`config.mk`:
```
export PLATFORM = sky130hd
export DESIGN_NAME = vital_sign_stress_classifier
export DESIGN_NICKNAME = d
export VERILOG_FILES = /design/src/rtl/vssc_pkg.sv /design/src/rtl/vssc_score.sv /design/src/rtl/vssc_level.sv /design/src/rtl/vital_sign_stress_classifier.sv
export SDC_FILE = /design/constraint.sdc
export NUM_CORES = 1
export LEC_CHECK = 0
export BUFFER_PORTS_ARGS = -buffer_cell sky130_fd_sc_hd__buf_2
export CORE_ASPECT_RATIO = 1.75
export CORE_UTILIZATION = 35
export DETAILED_ROUTE_END_ITERATION = 8
export GPL_TIMING_DRIVEN = 0
export HOLD_SLACK_MARGIN = 0.05
export SYNTH_ARGS = -nofsm -noshare
export SYNTH_HDL_FRONTEND = slang
export SYNTH_SLANG_ARGS = --single-unit
```
`constraint.sdc`:
```
create_clock -name clk -period 8.54 [get_ports clk]
set_clock_uncertainty 0.1 [all_clocks]
set_input_delay 0.854 -clock clk [delete_from_list [all_inputs] [get_ports clk]]
set_output_delay 0.854 -clock clk [all_outputs]
set_load 0.02 [all_outputs]
```
`src/rtl/vssc_pkg.sv`:
```
`timescale 1ns / 1ps

package vssc_pkg;

    // stream widths
    localparam int S_TDATA_W = 40;
    localparam int M_TDATA_W = 8;

    // field widths
    localparam int HR_W    = 12;
    localparam int TEMP_W  = 13;
    localparam int GSR_W   = 12;
    localparam int LEVEL_W = 3;

    // score in Q1.16, 1.0 = 65536
    localparam int SCORE_W = 17;
    // weighted sum, 1.0 = 6553600
    localparam int SUM_W   = 23;

    // heart rate breakpoints, tenths of bpm
    localparam logic [HR_W-1:0] HR_T0 = 12'd700;
    localparam logic [HR_W-1:0] HR_T1 = 12'd1000;
    localparam logic [HR_W-1:0] HR_T2 = 12'd1300;
    localparam logic [HR_W-1:0] HR_T3 = 12'd1600;

    // temperature breakpoints, hundredths of a degree
    localparam logic [TEMP_W-1:0] TEMP_T0    = 13'd3650;
    localparam logic [TEMP_W-1:0] TEMP_T1    = 13'd3750;
    localparam logic [TEMP_W-1:0] TEMP_T2    = 13'd3800;
    localparam logic [TEMP_W-1:0] TEMP_EMERG = 13'd3900;

    // skin conductance breakpoints, raw counts
    localparam logic [GSR_W-1:0] GSR_T0 = 12'd300;
    localparam logic [GSR_W-1:0] GSR_T1 = 12'd600;
    localparam logic [GSR_W-1:0] GSR_T2 = 12'd900;
    localparam logic [GSR_W-1:0] GSR_T3 = 12'd1200;

    // reciprocals for exact floor division by 375 and by 25
    localparam int RECIP375_W     = 26;
    localparam logic [RECIP375_W-1:0] RECIP375 = 26'd45812985;
    localparam int RECIP375_SHIFT = 21;
    localparam int RECIP25_W      = 22;
    localparam logic [RECIP25_W-1:0] RECIP25 = 22'd2684355;
    localparam int RECIP25_SHIFT  = 13;

    localparam logic [SUM_W-1:0] SUM_ONE = 23'd6553600;

    localparam logic [SUM_W-1:0] LEVEL_BOUNDS [7] = '{
        23'd327680, 23'd983040, 23'd1966080, 23'd2949120,
        23'd3932160, 23'd4915200, 23'd5898240
    };

    localparam logic [LEVEL_W-1:0] LEVEL_HR_FLOOR = 3'd6;
    localparam logic [LEVEL_W-1:0] LEVEL_MAX      = 3'd7;

    typedef struct packed {
        logic [SCORE_W-1:0] hr;
        logic [SCORE_W-1:0] gsr;
        logic [SCORE_W-1:0] temp;
        logic               hr_high;
        logic               emergency;
    } score_t;

    typedef struct packed {
        logic [LEVEL_W-1:0] stress_level;
        logic               emergency;
    } result_t;

endpackage

```
`src/rtl/vssc_score.sv`:
```
`timescale 1ns / 1ps

module vssc_score
    import vssc_pkg::*;
(
    input  logic [HR_W-1:0]   heart_rate,
    input  logic [TEMP_W-1:0] body_temp,
    input  logic [GSR_W-1:0]  skin_conductance,
    output score_t            score
);

    // numerator in units of 1/3000 of full scale for the three-segment curve
    function automatic logic [11:0] three_seg_num(
        input logic [11:0] x,
        input logic [11:0] a,
        input logic [11:0] b,
        input logic [11:0] c,
        input logic [11:0] d
    );
        logic [11:0] num;
        if (x <= a)
            num = 12'd0;
        else if (x <= b)
            num = 12'((x - a) << 2);
        else if (x <= c)
            num = 12'd1200 + 12'((x - b) << 2);
        else if (x <= d)
            num = 12'd2400 + 12'((x - c) << 1);
        else
            num = 12'd3000;
        return num;
    endfunction

    logic [11:0] hr_num;
    logic [11:0] gsr_num;
    logic [7:0]  temp_num;
    logic [RECIP375_W+11:0] hr_prod;
    logic [RECIP375_W+11:0] gsr_prod;
    logic [RECIP25_W+7:0]   temp_prod;

    assign hr_num  = three_seg_num(heart_rate, HR_T0, HR_T1, HR_T2, HR_T3);
    assign gsr_num = three_seg_num(skin_conductance, GSR_T0, GSR_T1, GSR_T2, GSR_T3);

    // temperature numerator in units of 1/200 of full scale
    always_comb
    begin
        if (body_temp <= TEMP_T0)
            temp_num = 8'd0;
        else if (body_temp <= TEMP_T1)
            temp_num = 8'(body_temp - TEMP_T0);
        else if (body_temp <= TEMP_T2)
            temp_num = 8'd100 + 8'((body_temp - TEMP_T1) << 1);
        else
            temp_num = 8'd200;
    end

    // floor(8192*num/375) and floor(8192*num/25)
    assign hr_prod   = hr_num * RECIP375;
    assign gsr_prod  = gsr_num * RECIP375;
    assign temp_prod = temp_num * RECIP25;

    assign score.hr        = hr_prod[RECIP375_SHIFT +: SCORE_W];
    assign score.gsr       = gsr_prod[RECIP375_SHIFT +: SCORE_W];
    assign score.temp      = temp_prod[RECIP25_SHIFT +: SCORE_W];
    assign score.hr_high   = (heart_rate > HR_T2);
    assign score.emergency = (heart_rate > HR_T3) || (body_temp > TEMP_EMERG);

endmodule

```
`src/rtl/vssc_level.sv`:
```
`timescale 1ns / 1ps

module vssc_level
    import vssc_pkg::*;
(
    input  score_t  score,
    output result_t result
);

    logic [SUM_W-1:0]   sum_raw;
    logic [SUM_W-1:0]   sum_sat;
    logic [LEVEL_W-1:0] level_base;

    // 50/35/15 weighting, scale 1.0 = 6553600
    assign sum_raw = SUM_W'(score.hr) * 23'd50 + SUM_W'(score.gsr) * 23'd35
                   + SUM_W'(score.temp) * 23'd15;
    assign sum_sat = (sum_raw > SUM_ONE) ? SUM_ONE : sum_raw;

    always_comb
    begin
        level_base = LEVEL_MAX;
        for (int i = 6; i >= 0; i--)
        begin
            if (sum_sat <= LEVEL_BOUNDS[i])
                level_base = LEVEL_W'(i);
        end
    end

    always_comb
    begin
        result.emergency = score.emergency;
        priority if (score.emergency)
            result.stress_level = LEVEL_MAX;
        else if (score.hr_high && (level_base < LEVEL_HR_FLOOR))
            result.stress_level = LEVEL_HR_FLOOR;
        else
            result.stress_level = level_base;
    end

endmodule

```
`src/rtl/vital_sign_stress_classifier.sv`:
```
`timescale 1ns / 1ps
// path: an accepted sample goes through the score register and the result register to m_tvalid
// throughput: one sample per cycle while m_tready is high; three-stage pipeline, no loops
// stages: input register, score register after the reciprocal multipliers, result register
// a full pipeline keeps taking samples while m_tready is low only until all three stages hold
// reset: rst_n low clears every stage valid flag at once, so no stale result is shown
module vital_sign_stress_classifier
    import vssc_pkg::*;
(
    input  logic                 clk,
    input  logic                 rst_n,
    // sample stream in
    input  logic                 s_tvalid,
    output logic                 s_tready,
    // [11:0] heart_rate, [24:12] body_temp, [36:25] skin_conductance, [39:37] zero
    input  logic [S_TDATA_W-1:0] s_tdata,
    // classification stream out
    output logic                 m_tvalid,
    input  logic                 m_tready,
    // [2:0] stress_level, [3] emergency, [7:4] zero
    output logic [M_TDATA_W-1:0] m_tdata
);

    // stage valid flags
    logic in_valid_reg,    in_valid_next;
    logic score_valid_reg, score_valid_next;
    logic res_valid_reg,   res_valid_next;

    // stage payloads
    logic [HR_W-1:0]   hr_reg;
    logic [TEMP_W-1:0] temp_reg;
    logic [GSR_W-1:0]  gsr_reg;
    score_t            score_reg;
    result_t           res_reg;

    score_t  score_comb;
    result_t res_comb;

    // each stage can load when empty or when it hands its item on in this cycle
    logic res_ready;
    logic score_ready;
    logic in_ready;
    logic in_take;

    assign res_ready   = !res_valid_reg || m_tready;
    assign score_ready = !score_valid_reg || res_ready;
    assign in_ready    = !in_valid_reg || score_ready;
    assign s_tready    = in_ready;
    assign in_take     = s_tvalid && in_ready;

    assign in_valid_next    = in_ready ? s_tvalid : in_valid_reg;
    assign score_valid_next = score_ready ? in_valid_reg : score_valid_reg;
    assign res_valid_next   = res_ready ? score_valid_reg : res_valid_reg;

    always_ff @(posedge clk or negedge rst_n)
    begin
        if (!rst_n)
        begin
            in_valid_reg    <= 1'b0;
            score_valid_reg <= 1'b0;
            res_valid_reg   <= 1'b0;
        end
        else
        begin
            in_valid_reg    <= in_valid_next;
            score_valid_reg <= score_valid_next;
            res_valid_reg   <= res_valid_next;
        end
    end

    // input register
    always_ff @(posedge clk)
    begin
        if (in_take)
        begin
            hr_reg   <= s_tdata[11:0];
            temp_reg <= s_tdata[24:12];
            gsr_reg  <= s_tdata[36:25];
        end
    end

    // piecewise-linear scores plus override flags
    vssc_score u_score (
        .heart_rate       (hr_reg),
        .body_temp        (temp_reg),
        .skin_conductance (gsr_reg),
        .score            (score_comb)
    );

    always_ff @(posedge clk)
    begin
        if (score_ready && in_valid_reg)
            score_reg <= score_comb;
    end

    // weighting, level breakpoints and overrides
    vssc_level u_level (
        .score  (score_reg),
        .result (res_comb)
    );

    always_ff @(posedge clk)
    begin
        if (res_ready && score_valid_reg)
            res_reg <= res_comb;
    end

    assign m_tvalid = res_valid_reg;
    assign m_tdata  = {4'b0000, res_reg.emergency, res_reg.stress_level};

    // an emergency always comes with the top level
    a_emerg_level: assert property (@(posedge clk) disable iff (!rst_n)
        m_tvalid && m_tdata[3] |-> m_tdata[2:0] == LEVEL_MAX)
        else $error("emergency without top stress level");

    // a fast heart rate never leaves the level below the floor
    a_hr_floor: assert property (@(posedge clk) disable iff (!rst_n)
        score_valid_reg && res_ready && score_reg.hr_high
        |=> res_reg.stress_level >= LEVEL_HR_FLOOR)
        else $error("heart rate override missed");

    // an accepted sample always lands in the input stage
    a_in_load: assert property (@(posedge clk) disable iff (!rst_n)
        s_tvalid && s_tready |=> in_valid_reg)
        else $error("accepted sample lost at input stage");

    // after a hand-off with nothing in the score stage, the result stage empties
    a_res_flow: assert property (@(posedge clk) disable iff (!rst_n)
        m_tvalid && m_tready && !score_valid_reg |=> !m_tvalid)
        else $error("result repeated after hand-off");

endmodule
```
After elaboration in Yosys (flattened, before gate mapping)
Cells that the tools add are included.
{"block": "classes", "n_lt_le_gt_ge": 23, "n_addsub": 15, "mux": 20, "reduce_logical": 12, "multipliers": 6}
{"cell": "$mux 12", "n": 8}
{"cell": "$mul 12x26->38 const B", "n": 2}
{"cell": "$le 12x10->1 const B", "n": 4}
{"cell": "$le 23x22->1 const B", "n": 2}
{"cell": "$le 23x23->1 const B", "n": 2}
{"cell": "$le 13x12->1 const B", "n": 3}
{"cell": "$le 12x11->1 const B", "n": 3}
{"cell": "$mul 8x22->30 const B", "n": 1}
{"cell": "$sub 10x10->10 const B", "n": 3}
{"cell": "$add 11x12->12 const A", "n": 2}
{"cell": "$add 12x12->12 const A", "n": 2}
{"cell": "$gt 12x11->1 const B", "n": 2}
{"cell": "$mux 8", "n": 3}
{"cell": "$add 23x21->23", "n": 1}
{"cell": "$add 23x23->23", "n": 1}
{"cell": "$gt 23x23->1 const B", "n": 1}
{"cell": "$le 23x19->1 const B", "n": 1}
{"cell": "$le 23x20->1 const B", "n": 1}
{"cell": "$le 23x21->1 const B", "n": 1}
{"cell": "$mul 17x6->23 const B", "n": 1}
{"cell": "$mux 23", "n": 1}
{"cell": "$mul 17x5->22 const B", "n": 1}
{"cell": "$mul 17x4->21 const B", "n": 1}
{"cell": "$gt 13x12->1 const B", "n": 1}
{"cell": "other kinds (15)", "n": 28}
{"block": "totals", "out_inout_bits": 10, "elab_cells": 90, "inputBits": 44, "regBits": 97}

Depth between registers and ports, before layout
{"block": "logic_depth", "word_depth": 16, "depth_mapped": 33, "mapped_depth_nobuf": 31}

Cells and area by module
From an unflattened synthesis, not the netlist that was laid out.
{"block": "hier_totals", "cells_unflattened": 2272, "hier_area_um2": 22465.3}
{"mod": "vssc_score", "cells_per_inst": 1516, "area_per_inst_um2": 13444.1, "seq_area_each_um2": 0.0, "instances": 1}
{"mod": "vssc_level", "cells_per_inst": 645, "area_per_inst_um2": 6019.5, "seq_area_each_um2": 0.0, "instances": 1}
{"mod": "vital_sign_stress_classifier", "cells_per_inst": 111, "area_per_inst_um2": 3001.6, "seq_area_each_um2": 2897.8, "instances": 1}

Worst setup path before layout
No wires, ideal clock.
{"block": "synth_timing", "path_type": "register -> register", "from": "register hr_reg[2]", "to": "register score_reg[51] (netlist name), data pin", "path_stages_with_launch": 31, "path_buffers": 1, "required_ns": 8.182, "setup_slack_ns": 0.379, "arrival_ns": 7.804, "path_cell_list": "edfxtp_1 clkbuf_1 inv_1 ha_1 xor2_1 a221oi_1 o32ai_1 a21oi_1 nor2_1 o21ai_0 o21ai_1 xnor2_1 a221oi_1 a211oi_1 fa_1 inv_1 fa_1 fa_1 inv_1 fa_1 fa_1 ha_1 nand4_1 or4b_4 o32ai_2 o211ai_2 nand3b_2 a21oi_2 o31ai_2 a21oi_1 xnor2_1"}
{"item": "start: declaration", "line": "vital_sign_stress_classifier.sv:30", "text": "logic [HR_W-1:0] hr_reg;"}
{"item": "start signal: assignment", "line": "vital_sign_stress_classifier.sv:76", "text": "hr_reg <= s_tdata[11:0];"}
{"item": "end signal: assignment", "line": "vital_sign_stress_classifier.sv:93", "text": "score_reg <= score_comb;"}
{"item": "end: declaration", "line": "vital_sign_stress_classifier.sv:33", "text": "score_t score_reg;"}

Worst setup path after layout
{"block": "layout_timing", "from": "register score_reg[36] (netlist name)", "to": "register res_reg, in the netlist m_tdata[0], data pin"}
{"block": "layout_between", "elab_chain_cells": 16}
{"item": "$mul 17x5->22 (*)", "line": "vssc_level.sv:15", "text": "assign sum_raw = SUM_W'(score.hr) * 23'd50 + SUM_W'(score.gsr) * 23'd35"}
{"item": "$add 23x23->23 (*)", "line": "vssc_level.sv:15"}
{"item": "$add 23x21->23 (*)", "line": "vssc_level.sv:16", "text": "+ SUM_W'(score.temp) * 23'd15;"}
{"item": "$gt 23x23->1", "line": "vssc_level.sv:17", "text": "assign sum_sat = (sum_raw > SUM_ONE) ? SUM_ONE : sum_raw;"}
{"item": "$mux 23 (*)", "line": "vssc_level.sv:17"}
{"item": "$le 23x23->1", "line": "vssc_level.sv:24", "text": "if (sum_sat <= LEVEL_BOUNDS[i])"}
{"item": "$mux 1", "line": "vssc_level.sv:24"}
{"item": "$mux 2 (2 in series)", "line": "vssc_level.sv:24"}
{"item": "$mux 3 (3 in series)", "line": "vssc_level.sv:24"}
{"item": "$mux 3 (*)", "line": "vssc_level.sv:24"}
{"item": "$lt 3x3->1", "line": "vssc_level.sv:34", "text": "else if (score.hr_high && (level_base < LEVEL_HR_FLOOR))"}
{"item": "$logic_and 1x1->1", "line": "vssc_level.sv:34"}
{"item": "$mux 1 (*)", "line": "vssc_level.sv:34"}
{"item": "end signal: assignment", "line": "vital_sign_stress_classifier.sv:105", "text": "res_reg <= res_comb;"}
{"item": "end: declaration", "line": "vital_sign_stress_classifier.sv:34", "text": "result_t res_reg;"}
Every way passes the cells marked *; elsewhere a longest branch is shown, timed or not.
A chain may end at the register's enable or synchronous reset.

==> out/metrics.yaml <==
placed_design:
  port_buffers: 46
  hpwl_um: 47300
  gp_congestion: 0.967
setup_path:
  cpPeakStageDelay_ps: 540
  crit_slowest_cell: "edfxtp_1"
  crit_type: "flop to flop"
  critical-path-top-delay-family: "compound AO/OA/AOI/OAI gates"
  required_ps: 8540
  critPathCaptureType: "flop"
  startpoint_type: "flop"
  path_buf_inv: 3
  crit_arrival_ps: 8200
  cp_max_fo: 9
logic_synthesis:
  ys_ff_latch: 97
  ys_top_cells_by_count: "481 x inv_1, 441 x ha_1, 316 x fa_1, 106 x nor2_1, 94 x edfxtp_1"
  synth_mux_area_share_pct: 0.190
  syn_area_per_cell_um2: 9.95
  netlist_area_um2: 22400
  synth_top_area_share_pct: 28.2
  synth_top_area_cell: "fa_1"
  ys_async_sr_fraction_pct: 3.09
  synth_warnings: 0
  synth_top_family_by_area: "adder cells"
  yosys_most_used_dff: "edfxtp_1"
  synth_simple_gate_area_share_pct: 8.23
  synth-compound-area-share_pct: 12.2
  synth_xor_xnor_area_share_pct: 4.57
  synthCells: 2254
  yosysMostFrequentCell: "inv_1"
  synthAdderAreaFrac_pct: 52.8
  ys_types: 98
  synth_enable_flop_cells: 94
  synthTopCellsByArea: "fa_1 28%, ha_1 25%, edfxtp_1 13%"
  synth_seq_area_share_pct: 12.9
timing:
  holdWs_ps: 156
  timing.final.crit_period_ps: 8200
  slew_violations: 0
  min_period_over_period_pct: 96.1
  relSlewSlack_pct: 38.9
  finalHoldViolations: 0
  rsz0062_at_grt: "yes"
  clock.fmax_ghz: 0.122
  worst_slew_pin_slew_ps: 913
  setup_viol: 0
drt:
  wl_um: 53300
  vias_per_cell: 5.13
  ant_nets: 0
  first_pass_iters: 7
  drcViolationCount: 0
  drt_iter0_markers: 450
  wl_per_cell_um: 17.0
  vias: 16100
clock_network:
  cts_sinks: 97
  path_clk_slew_ps: 70
  numCtsBuffers: 9
  ctsHtreeMaxLevel: 3
  clk_latency_ps: 390
  tritoncts: "yes"
  cts_hold_buf: 0
  clock-root-buffer: "clkbuf_16"
  clockBufferDepth: 2
outcome:
  outcome: "completed"
grt:
  grt_pass1_vias: 18200
  globalRouteMet2Util_pct: 36.6
  grt_util_met3_pct: 1.50
  grt_start_max_net_pins: 41
  grt_util_met1_pct: 14.8
  grt.busiest_layer: "met2"
  track_usage_pct: 17.1
  antenna_found_initial: 0
  overflow: 0
  grt_pass1_wl_um: 88200
floorplanning:
  dieArea_um2: 65100
  rows: 122
  start_util_pct: 35.4
  io_pins: 54
  core_area_um2: 63300
  die_y_um: 337
  die_w_um: 193
layout:
  drive_gt1_share_pct: 8.56
  fillerInstances: 6167
  nNetsFinal: 3133
  largest_reg_flops: 53
  antenna_cells: 0
  area_delta_synth_final_pct: 9.32
job:
  max-cap-violations: 0
hold_path:
  hp-class: "primary input to asynchronous set/reset pin"
-- layer usage --
metal | share of wire, % | wire, µm | up-vias
met1 | 33 | 17600 | 7950
met5 | 0 | 0 | -
met3 | 1.9 | 1020 | 150
li1 | - | - | 7702
met4 | 5.9 | 3130 | 0
met2 | 59 | 31500 | 307
-- final cells by class --
class	count	area [µm²]	share of cell area, %
timing repair buffer	65	393	1.60
tap	806	1010	4.12
sequential	97	2900	11.8
inverter	481	1810	7.37
multi-input combinational	1638	17900	72.9
buffer	40	230	0.939
clock inverter	7	87.6	0.357
clock buffer	9	225	0.919
-- kinds of logic (layout without fill, tap and decap cells) --
logic type | after synthesis | in the layout
flops | 97 | 97
simple gates | 367 | 367
mux | 4 | 4
buf+inv | 522 | 602
fa+ha+maj | 757 | 757
xor+xnor | 116 | 116
compound gates | 390 | 390
other cells | 1 | 4
-- per-stage QoR --
stage / std cells / TNS (ps) / utilization [%] / setup slack [ps] / cell area (µm²)
global placement: 3109 / -31960 / 37.4 / -1720 / 23700
detailed placement: 3114 / -16450 / 37.5 / -1170 / 23700
finish: 3143 / 0 / 38.7 / 336 / 24500
CTS: 3137 / 0 / 38.3 / 4.24 / 24300
global route: 3143 / -13.9 / 38.7 / -13.9 / 24500
floorplan: 2257 / 0 / - / 379 / 22400
-- path summary, 6_finish.rpt --
check                              startpoint         endpoint  slack, ps  depth (start not counted)
worst max-delay path            score_reg[36]       m_tdata[0]        340                         30
worst min-delay path                    rst_n         m_tvalid        160                          1
worst max register to register  score_reg[36]       m_tdata[0]        340                         30
worst min register to register   in_valid_reg  score_valid_reg        400                          1
max in group asynchronous               rst_n     in_valid_reg       8080                          1
min in group clk                 in_valid_reg  score_valid_reg        400                          1
-- what timing repair did --
action / 4_1_cts / 5_1_grt
buffers inserted: 8 / 6
resized for setup: 34 / 49
setup endpoints to repair: 32 / 20
pin swaps: 6 / 11
-- layout by cell type (no fill, tap or decap), drive strengths merged, types with 13 or more instances in the layout --
master	netlist	final
nor2	107	107
edfxtp	94	94
a21o	47	47
nand2	73	73
o21ai	71	71
o21a	15	15
xor2	42	42
clkbuf	25	32
or2	17	17
fa	316	316
nand4	15	15
xnor2	74	74
buf	16	82
a211oi	18	18
ha	441	441
o21bai	13	13
inv	481	484
nand3	35	35
nand2b	19	19
a21oi	95	95
nor3	27	27
and3	15	15
nor2b	18	18
a31oi	20	20
a221oi	16	16
Power is left out: the tool's default activity adds up to more than one toggle a clock period on the data nets, which glitch-free logic cannot reach.
